**src/sv/cpd_pkg.sv**
```systemverilog
// Shared constants and types for the column post downscaler.
package cpd_pkg;

   localparam int BYTE_W = 8;

   localparam logic [BYTE_W-1:0] COLUMN_TERMINATOR = 8'hff;
   localparam logic [BYTE_W-1:0] PAD_VALUE         = 8'h00;

   localparam int PHASE_W = 3;
   localparam logic [PHASE_W-1:0] PH_START  = 3'd0;
   localparam logic [PHASE_W-1:0] PH_LENGTH = 3'd1;
   localparam logic [PHASE_W-1:0] PH_PAD1   = 3'd2;
   localparam logic [PHASE_W-1:0] PH_PIXELS = 3'd3;
   localparam logic [PHASE_W-1:0] PH_PAD2   = 3'd4;

   typedef struct packed {
      logic              keep;
      logic [BYTE_W-1:0] out_byte;
      logic              column_end;
   } cpd_result_type;

endpackage

```
**src/sv/cpd_decoder.sv**
```systemverilog
// Post phase tracker: state registers and per-byte result decode.
module cpd_decoder
   import cpd_pkg::*;
(
   input  logic              clock,
   input  logic              reset,
   input  logic [BYTE_W-1:0] item_byte,
   input  logic              advance,
   output cpd_result_type    result
);

   logic [PHASE_W-1:0] phase_ff, phase_in;
   logic [BYTE_W-1:0]  pixels_left_ff, pixels_left_in;
   logic               odd_position_ff, odd_position_in;
   logic [BYTE_W-1:0]  pixels_dec;

   assign pixels_dec = (pixels_left_ff != '0) ? pixels_left_ff - 1'b1 : pixels_left_ff;

   always_comb begin
      phase_in          = phase_ff;
      pixels_left_in    = pixels_left_ff;
      odd_position_in   = odd_position_ff;
      result.keep       = 1'b1;
      result.out_byte   = PAD_VALUE;
      result.column_end = 1'b0;
      unique case (phase_ff)
         PH_LENGTH: begin
            pixels_left_in  = item_byte;
            odd_position_in = 1'b0;
            phase_in        = PH_PAD1;
            result.out_byte = item_byte;
         end
         PH_PAD1: begin
            phase_in = (pixels_left_ff != '0) ? PH_PIXELS : PH_PAD2;
         end
         PH_PIXELS: begin
            // even positions only, and never the odd last pixel
            result.keep     = !odd_position_ff && (pixels_left_ff >= BYTE_W'(2));
            result.out_byte = item_byte;
            odd_position_in = !odd_position_ff;
            pixels_left_in  = pixels_dec;
            if (pixels_dec == '0) begin
               phase_in = PH_PAD2;
            end
         end
         PH_PAD2: begin
            phase_in = PH_START;
         end
         default: begin
            result.out_byte = item_byte;
            if (item_byte == COLUMN_TERMINATOR) begin
               phase_in          = PH_START;
               result.column_end = 1'b1;
            end else begin
               phase_in = PH_LENGTH;
            end
         end
      endcase
   end

   always_ff @(posedge clock) begin
      if (reset) begin
         phase_ff        <= PH_START;
         pixels_left_ff  <= '0;
         odd_position_ff <= 1'b0;
      end else if (advance) begin
         phase_ff        <= phase_in;
         pixels_left_ff  <= pixels_left_in;
         odd_position_ff <= odd_position_in;
      end
   end

endmodule

```
**src/sv/column_post_downscaler_core.sv**
```systemverilog
// Top level of the column post downscaler.
//
// Usage: source column bytes enter on the req_ channel, one byte per transfer
// (req_valid / req_stall). Downscaled bytes leave on the rsp_ channel
// (rsp_valid / rsp_stall) with rsp_column_end high on the echoed 0xff
// terminator. Offset and length bytes pass unchanged, pad bytes come out as
// zero, and only pixels at even positions below 2*(n/2) are kept; other
// pixel bytes are consumed without a result.
// Data path: a byte is captured in the input register, decoded, and lands in
// the output register.
// Throughput: one byte per cycle while req_stall is low, set by the phase update
// in cpd_decoder. Bytes that produce no result never wait on the output side.
// Stall: while rsp_stall holds a result, the output register keeps it and
// the input register may still take one more byte; req_stall rises only when
// that held byte needs the occupied output register.
// Reset: synchronous, active high; both registers empty, column parser
// waiting for the start of a post.
module column_post_downscaler_core
   import cpd_pkg::*;
(
   input  logic              clock,
   input  logic              reset,
   input  logic              req_valid,
   output logic              req_stall,
   input  logic [BYTE_W-1:0] req_data_byte,
   output logic              rsp_valid,
   input  logic              rsp_stall,
   output logic [BYTE_W-1:0] rsp_out_byte,
   output logic              rsp_column_end
);

   logic              in_valid_ff, in_valid_in;
   logic [BYTE_W-1:0] in_byte_ff;
   logic              rsp_valid_ff, rsp_valid_in;
   logic [BYTE_W-1:0] rsp_byte_ff;
   logic              rsp_end_ff;
   logic              out_free;
   logic              advance;
   logic              req_take;
   cpd_result_type    result;

   cpd_decoder u_decoder (
      .clock     (clock),
      .reset     (reset),
      .item_byte (in_byte_ff),
      .advance   (advance),
      .result    (result)
   );

   assign out_free  = !rsp_valid_ff || !rsp_stall;
   assign advance   = in_valid_ff && (!result.keep || out_free);
   assign req_stall = in_valid_ff && !advance;
   assign req_take  = req_valid && !req_stall;

   always_comb begin
      in_valid_in = in_valid_ff;
      if (advance) begin
         in_valid_in = 1'b0;
      end
      if (req_take) begin
         in_valid_in = 1'b1;
      end
      rsp_valid_in = rsp_valid_ff && rsp_stall;
      if (advance && result.keep) begin
         rsp_valid_in = 1'b1;
      end
   end

   always_ff @(posedge clock) begin
      if (reset) begin
         in_valid_ff  <= 1'b0;
         rsp_valid_ff <= 1'b0;
      end else begin
         in_valid_ff  <= in_valid_in;
         rsp_valid_ff <= rsp_valid_in;
      end
   end

   always_ff @(posedge clock) begin
      if (req_take) begin
         in_byte_ff <= req_data_byte;
      end
      if (advance && result.keep) begin
         rsp_byte_ff <= result.out_byte;
         rsp_end_ff  <= result.column_end;
      end
   end

   assign rsp_valid      = rsp_valid_ff;
   assign rsp_out_byte   = rsp_byte_ff;
   assign rsp_column_end = rsp_end_ff;

   a_end_is_terminator: assert property (@(posedge clock) disable iff (reset)
      rsp_valid && rsp_column_end |-> rsp_out_byte == COLUMN_TERMINATOR)
      else $error("column end flagged on a non-terminator byte");

   a_stall_needs_held_byte: assert property (@(posedge clock) disable iff (reset)
      req_stall |-> in_valid_ff && rsp_valid_ff && rsp_stall)
      else $error("input stalled without a blocked result");

   a_reset_empties: assert property (@(posedge clock)
      $past(reset) |-> !rsp_valid && !in_valid_ff)
      else $error("registers not empty after reset");

endmodule

```
**config.mk**
```make
export PLATFORM = sky130hd
export DESIGN_NAME = column_post_downscaler_core
export DESIGN_NICKNAME = d
export VERILOG_FILES = /design/src/sv/cpd_pkg.sv /design/src/sv/cpd_decoder.sv /design/src/sv/column_post_downscaler_core.sv
export SDC_FILE = /design/constraint.sdc
export NUM_CORES = 1
export LEC_CHECK = 0
export BUFFER_PORTS_ARGS = -buffer_cell sky130_fd_sc_hd__buf_4
export CORE_MARGIN = 3
export CORE_UTILIZATION = 44
export CTS_CLUSTER_DIAMETER = 40
export DETAILED_ROUTE_END_ITERATION = 12
export PLACE_DENSITY = 0.63
export SYNTH_ARGS = -nofsm -noshare
export SYNTH_HDL_FRONTEND = slang
export SYNTH_SLANG_ARGS = --single-unit
```
**constraint.sdc**
```tcl
create_clock -name clock -period 2.7 [get_ports clock]
set_input_delay 0.27 -clock clock [delete_from_list [all_inputs] [get_ports clock]]
set_output_delay 0.27 -clock clock [all_outputs]
set_load 0.02 [all_outputs]
```
==> flow_summary.ini, run 1 <==
[timing]
layout_min_cycle_time_ns = 2.45
setup_viol = 0
setup-tns-final_ns = 0
finalCritPeriodShare_pct = 90.7
finalHoldViolCount = 0
fmax_mhz = 408
fin_skew_ns = 0.00198
hold_slack_ns = 0.163
relSlewSlack_pct = 64.3
slew_violations = 0
rsz0062_at_grt = false
tightestPinTransition_ns = 0.534

[final_layout]
nFillCells = 329
drive_above_1_share_pct = 22.6
syn_to_final_growth_pct = 16.5
diodes = 0
final_common_cell = buf_4
final_cell_mix = buf_4, nor2_1, edfxtp_1
multi_input_area_sq_um = 779
regArea_sq_um = 791
nets = 208

[setup_path]
cp.required_ns = 2.88
path_cells = inv_1, ha_1, nor3_1, a311oi_2, or4b_1, or3_1, o31ai_1
crit_start = u_decoder.pixels_left_ff[0]$_SDFFE_PP0P_
startpoint_type = register
critical_path.max_stage_delay_ns = 0.70
end_kind = register
r2r-start = u_decoder.pixels_left_ff[0]$_SDFFE_PP0P_
slowest_stage = or4b_1
critical_path.max_fanout = 9
crit_arrival_ns = 2.63
crit_type = register to register

[power]
leakage_nw = 0.720
combPwrFrac_pct = 14.6
switching_share_pct = 26.7
switching_power_mw = 0.281
p_clk_share_pct = 33.4
p_int_mw = 0.772
power_frac_seq_pct = 52.0
cellPowerDensity_nw_per_um2 = 540
peakVddDrop_uv = 370

[floorplan]
io_pins = 23
die_area_sq_um = 4580
dieHeight_um = 67.7
core_area_sq_um = 3490
die_w_um = 67.7
start_util_pct = 47.9
fp-row-count = 21

[drt]
wl_per_cell_um = 16.3
drt_first_pass_iters = 4
drt_iter0_markers = 95
vias_per_cell = 5.89
routed_wl_mm = 3.92
vias = 1419
drc = 0
postRouteAntennaNets = 0

[global_route]
grt_pass1_wl_mm = 6.41
antenna_found_initial = 0
grt_pass1_vias = 1358
grt.overflow.total = 0
track_usage_pct = 19.3
grt_max_degree = 17

[min_path]
min_from = req_data_byte[5]
holdCritPathClass = input pin to register

[placed_design]
dpl.hpwl_mm = 2.85
port_buffers = 22
place_congestion = 0.904

[synthesis]
synthCells = 170
synth_fp_nets = 184
ys_ff_latch = 31
ys_top_cells_by_area = edfxtp_1, dfxtp_1, nor2_1, a21oi_1, nor2b_1
synth_top_cell_by_area = edfxtp_1
syn-cell-area_sq_um = 1670
ys_types = 50
yosys.area.top_type_share_pct = 30.5
synth_area_per_cell_sq_um = 9.84
yosysWarnings = 0
ys_seq_area_share_pct = 47.3

[clock_tree]
numCtsBuffers = 5
cts_tree = done
cts_resized = 0
post_cts_buffers = 0
clk_pin_slew_ns = 0.06
cts_buffer_depth = 2
numClockSinks = 31
cts_hold_buf = 0
cts_root_buffer = clkbuf_8
clock_latency_ns = 0.28
htree_levels = 2

[run_status]
status = completed

[flow_run]
cap_violations = 0
[power groups by stage]
stage | Combinational, mW | Sequential [mW] | Clock (mW)
floorplan | 0.0989 | 0.554 | 0
global placement | 0.151 | 0.556 | 0
detailed placement | 0.153 | 0.557 | 0
CTS | 0.154 | 0.547 | 0.361
global route | 0.169 | 0.551 | 0.386
finish | 0.154 | 0.548 | 0.352
[per-layer routing]
| metal | GRT usage (%) | part of all wire (%) | vias up |
|---|---|---|---|
| met5 | 0 | 0 | - |
| li1 | - | - | 679 |
| met4 | 13.2 | 3.5 | 0 |
| met2 | 30.1 | 47 | 46 |
| met1 | 22.5 | 45 | 682 |
| met3 | 5.99 | 5.0 | 12 |
[state kept, by name, summed over array words and instances, names as in the netlist]
signal,cells
rsp_column_end,1
rsp_valid,1
u_decoder.odd_position_ff,1
u_decoder.pixels_left_ff,8
in_byte_ff,8
u_decoder.phase_ff,3
rsp_out_byte,8
in_valid_ff,1
[worst paths after layout]
check	to	slack, ns	cells past startpoint
setup / recovery	u_decoder.pixels_left_ff[0]$_SDFFE_PP0P_	0.25	7
hold / removal	in_byte_ff[5]$_DFFE_PP_	0.16	1
setup reg to reg	u_decoder.pixels_left_ff[0]$_SDFFE_PP0P_	0.25	7
hold reg to reg	rsp_valid$_SDFF_PP0_	0.55	2
[cells by family (layout without fill, tap and decap cells)]
| kind of cell | after synthesis | count (layout) | share of synthesized area [%] |
|---|---|---|---|
| simple gates | 68 | 68 | 23.0 |
| xor+xnor | 2 | 2 | 1.05 |
| mux | 2 | 2 | 1.20 |
| flops | 31 | 31 | 47.3 |
| buf+inv | 18 | 43 | 6.13 |
| compound gates | 47 | 47 | 19.8 |
| fa+ha+maj | 2 | 2 | 1.50 |
[Yosys cell counts, drive strengths merged]
master	number
buf	7
nand2b	2
ha	2
nand2	12
edfxtp	17
and3b	1
o22ai	1
nor4b	2
xnor2	2
o31ai	2
nand3b	2
and2	2
a31o	1
nor3	7
nand4	3
a211o	1
and3	2
or4b	2
o21ai	8
a311oi	4
nor3b	1
a21oi	13
a22oi	1
mux2i	2
nor2b	8
a2111o	1
a211oi	2
a221o	2
a21boi	2
o211ai	2
dfxtp	14
a31oi	5
or4	2
a221oi	1
nor4	2
clkbuf	4
inv	7
nor2	18
or3	2
a32o	1
[worst max-delay path, delay by kind of cell (launching register included)]
kind | cells | cell delay, ns
adder cells (fa/ha/maj) | 1 | 0.21
AO/OA/AOI/OAI | 2 | 0.27
flip-flops | 1 | 0.42
buffers and inverters | 1 | 0.12
AND/OR/NAND/NOR | 3 | 1.34
[per-stage QoR]
| step | std cells | util [%] | instance area, sq um | power (mW) | setup slack, ns |
|---|---|---|---|---|---|
| floorplan | 170 | - | 1670 | 0.653 | 0.512 |
| global placement | 233 | 53.3 | 1860 | 0.707 | 0.428 |
| detailed placement | 233 | 53.3 | 1860 | 0.711 | 0.310 |
| CTS | 241 | 55.8 | 1950 | 1.06 | 0.284 |
| global route | 241 | 55.8 | 1950 | 1.11 | 0.155 |
| finish | 241 | 55.8 | 1950 | 1.05 | 0.252 |
[cell type report]
cell class	count	share of cell area, %
timing repair buffer	28	10.8
tap	46	2.95
inverter	7	1.35
multi-input combinational	121	40.0
clock buffer	6	3.72
sequential	31	40.6
clock inverter	2	0.642
Power figures use the tool's default switching activity.
==> inputs of run 2 (changes only) <==
Settings changed: BUFFER_PORTS_ARGS -buffer_cell sky130_fd_sc_hd__buf_4 to not set, DONT_BUFFER_PORTS set to 1, PLACE_DENSITY 0.63 to 0.58.
Clock period 2.7 ns to 2.8 ns, I/O delays scaled along.
==> run 2 against run 1 <==
  * Clock skew rose by 0.0035 ns
  * Routed wire length fell by 4.8%
  * Die area did not move
  * Hold slack got worse by 0.097 ns
  * Design area fell by 9.1%
  * Total power fell by 7.2%
  * First-iteration DRC count fell by 2.1%
  * Sequential cell count did not move
  * Sequential share of layout area rose by 4.0 points
  * Utilization fell by 5.0 points
  * Critical endpoint unchanged
==> flow_summary.ini, run 2 (synthesis results as in run 1) <==
[floorplan]
die_w_um = 67.7
die_area_sq_um = 4580
io_pins = 23
start_util_pct = 47.9
dieHeight_um = 67.7
core_area_sq_um = 3490
fp-row-count = 21

[global_route]
grt_max_degree = 17
grt_pass1_wl_mm = 6.51
track_usage_pct = 19.4
grt_pass1_vias = 1320
antenna_found_initial = 0
grt.overflow.total = 0

[run_status]
status = completed

[setup_path]
r2r-start = u_decoder.pixels_left_ff[0]$_SDFFE_PP0P_
crit_arrival_ns = 2.59
slowest_stage = or4b_1
end_kind = register
critical_path.max_stage_delay_ns = 0.69
crit_type = register to register
cp.required_ns = 2.99
critical_path.max_fanout = 9
reg2reg_depth = 7
path_cells = inv_1, ha_1, nor3_1, a311oi_2, or4b_1, or3_1, o31ai_1
crit_start = u_decoder.pixels_left_ff[0]$_SDFFE_PP0P_
startpoint_type = register

[final_layout]
nets = 185
drive_above_1_share_pct = 11.6
regArea_sq_um = 791
nFillCells = 344
diodes = 0
syn_to_final_growth_pct = 5.98
final_common_cell = nor2_1
final_cell_mix = nor2_1, edfxtp_1, dfxtp_1
stdcell_count = 218
postLayoutCoreUtil_pct = 50.7
multi_input_area_sq_um = 779
finalInstanceArea_sq_um = 1770

[power]
peakVddDrop_uv = 415
leakage_nw = 0.609
cellPowerDensity_nw_per_um2 = 551
power_mw = 0.977

[placed_design]
dpl.hpwl_mm = 2.71
port_buffers = 0
place_ws_ns = 0.447
placedInstanceArea_sq_um = 1690
dp.cells = 210
place_congestion = 0.876

[clock_tree]
post_cts_buffers = 0
cts_hold_buf = 0
clock_latency_ns = 0.28
htree_levels = 2
cts_root_buffer = clkbuf_8
numClockSinks = 31
cts_buffer_depth = 2
numCtsBuffers = 5
cts_tree = done
cts_resized = 0
clk_pin_slew_ns = 0.07

[timing]
finalHoldViolCount = 0
fmax_mhz = 416
rsz0062_at_grt = false
relSlewSlack_pct = 65.5
setup_ws_ns = 0.395
fin_skew_ns = 0.00550
setup-tns-final_ns = 0
layout_min_cycle_time_ns = 2.40
tightestPinTransition_ns = 0.515
finalCritPeriodShare_pct = 85.9
hold_slack_ns = 0.0654
setup_viol = 0
slew_violations = 0

[min_path]
holdCritPathClass = input pin to register
min_from = reset
min_path_cells = 1

[flow_run]
cap_violations = 0

[drt]
routed_wl_mm = 3.74
drc = 0
wl_per_cell_um = 17.1
vias_per_cell = 6.08
drt_first_pass_iters = 4
postRouteAntennaNets = 0
drt_iter0_markers = 93
vias = 1325
-- run 2: routing by layer --
| layer | global-route usage (%) | wire length [um] | up-vias |
|---|---|---|---|
| met5 | 0 | 0 | - |
| met4 | 5.32 | 42 | 0 |
| met3 | 5.49 | 161 | 6 |
| met2 | 30.7 | 1800 | 34 |
| met1 | 25.8 | 1730 | 645 |
| li1 | - | - | 640 |
-- run 2: cell type report --
type,instances,share of cell area [%]
Timing Repair Buffer,5,2.12
Multi-Input combinational cell,121,44.0
Inverter,7,1.48
Clock inverter,2,0.494
Clock buffer,6,4.09
Sequential cell,31,44.6
Tap cell,46,3.25
-- run 2: path summary, 6_finish.rpt --
kind / endpoint / slack [ns]
worst max-delay path: u_decoder.pixels_left_ff[0]$_SDFFE_PP0P_ / 0.40
worst min-delay path: u_decoder.pixels_left_ff[1]$_SDFFE_PP0P_ / 0.07
worst max register to register: u_decoder.pixels_left_ff[0]$_SDFFE_PP0P_ / 0.40
worst min register to register: rsp_valid$_SDFF_PP0_ / 0.54
-- run 2: where the power goes --
part / switching, mW / internal (mW)
Sequential: 0.0307 / 0.506
Clock: 0.157 / 0.170
Combinational: 0.0662 / 0.0471
-- run 2: worst max-delay path: cells and delay by family, from the launching register on --
kind                       cells  cell delay (ns)
AOI/OAI and AO/OA              2             0.25
and+or+nand+nor                3             1.30
DFF                            1             0.41
buffers and inverters          1             0.13
adders and majority gates      1             0.21
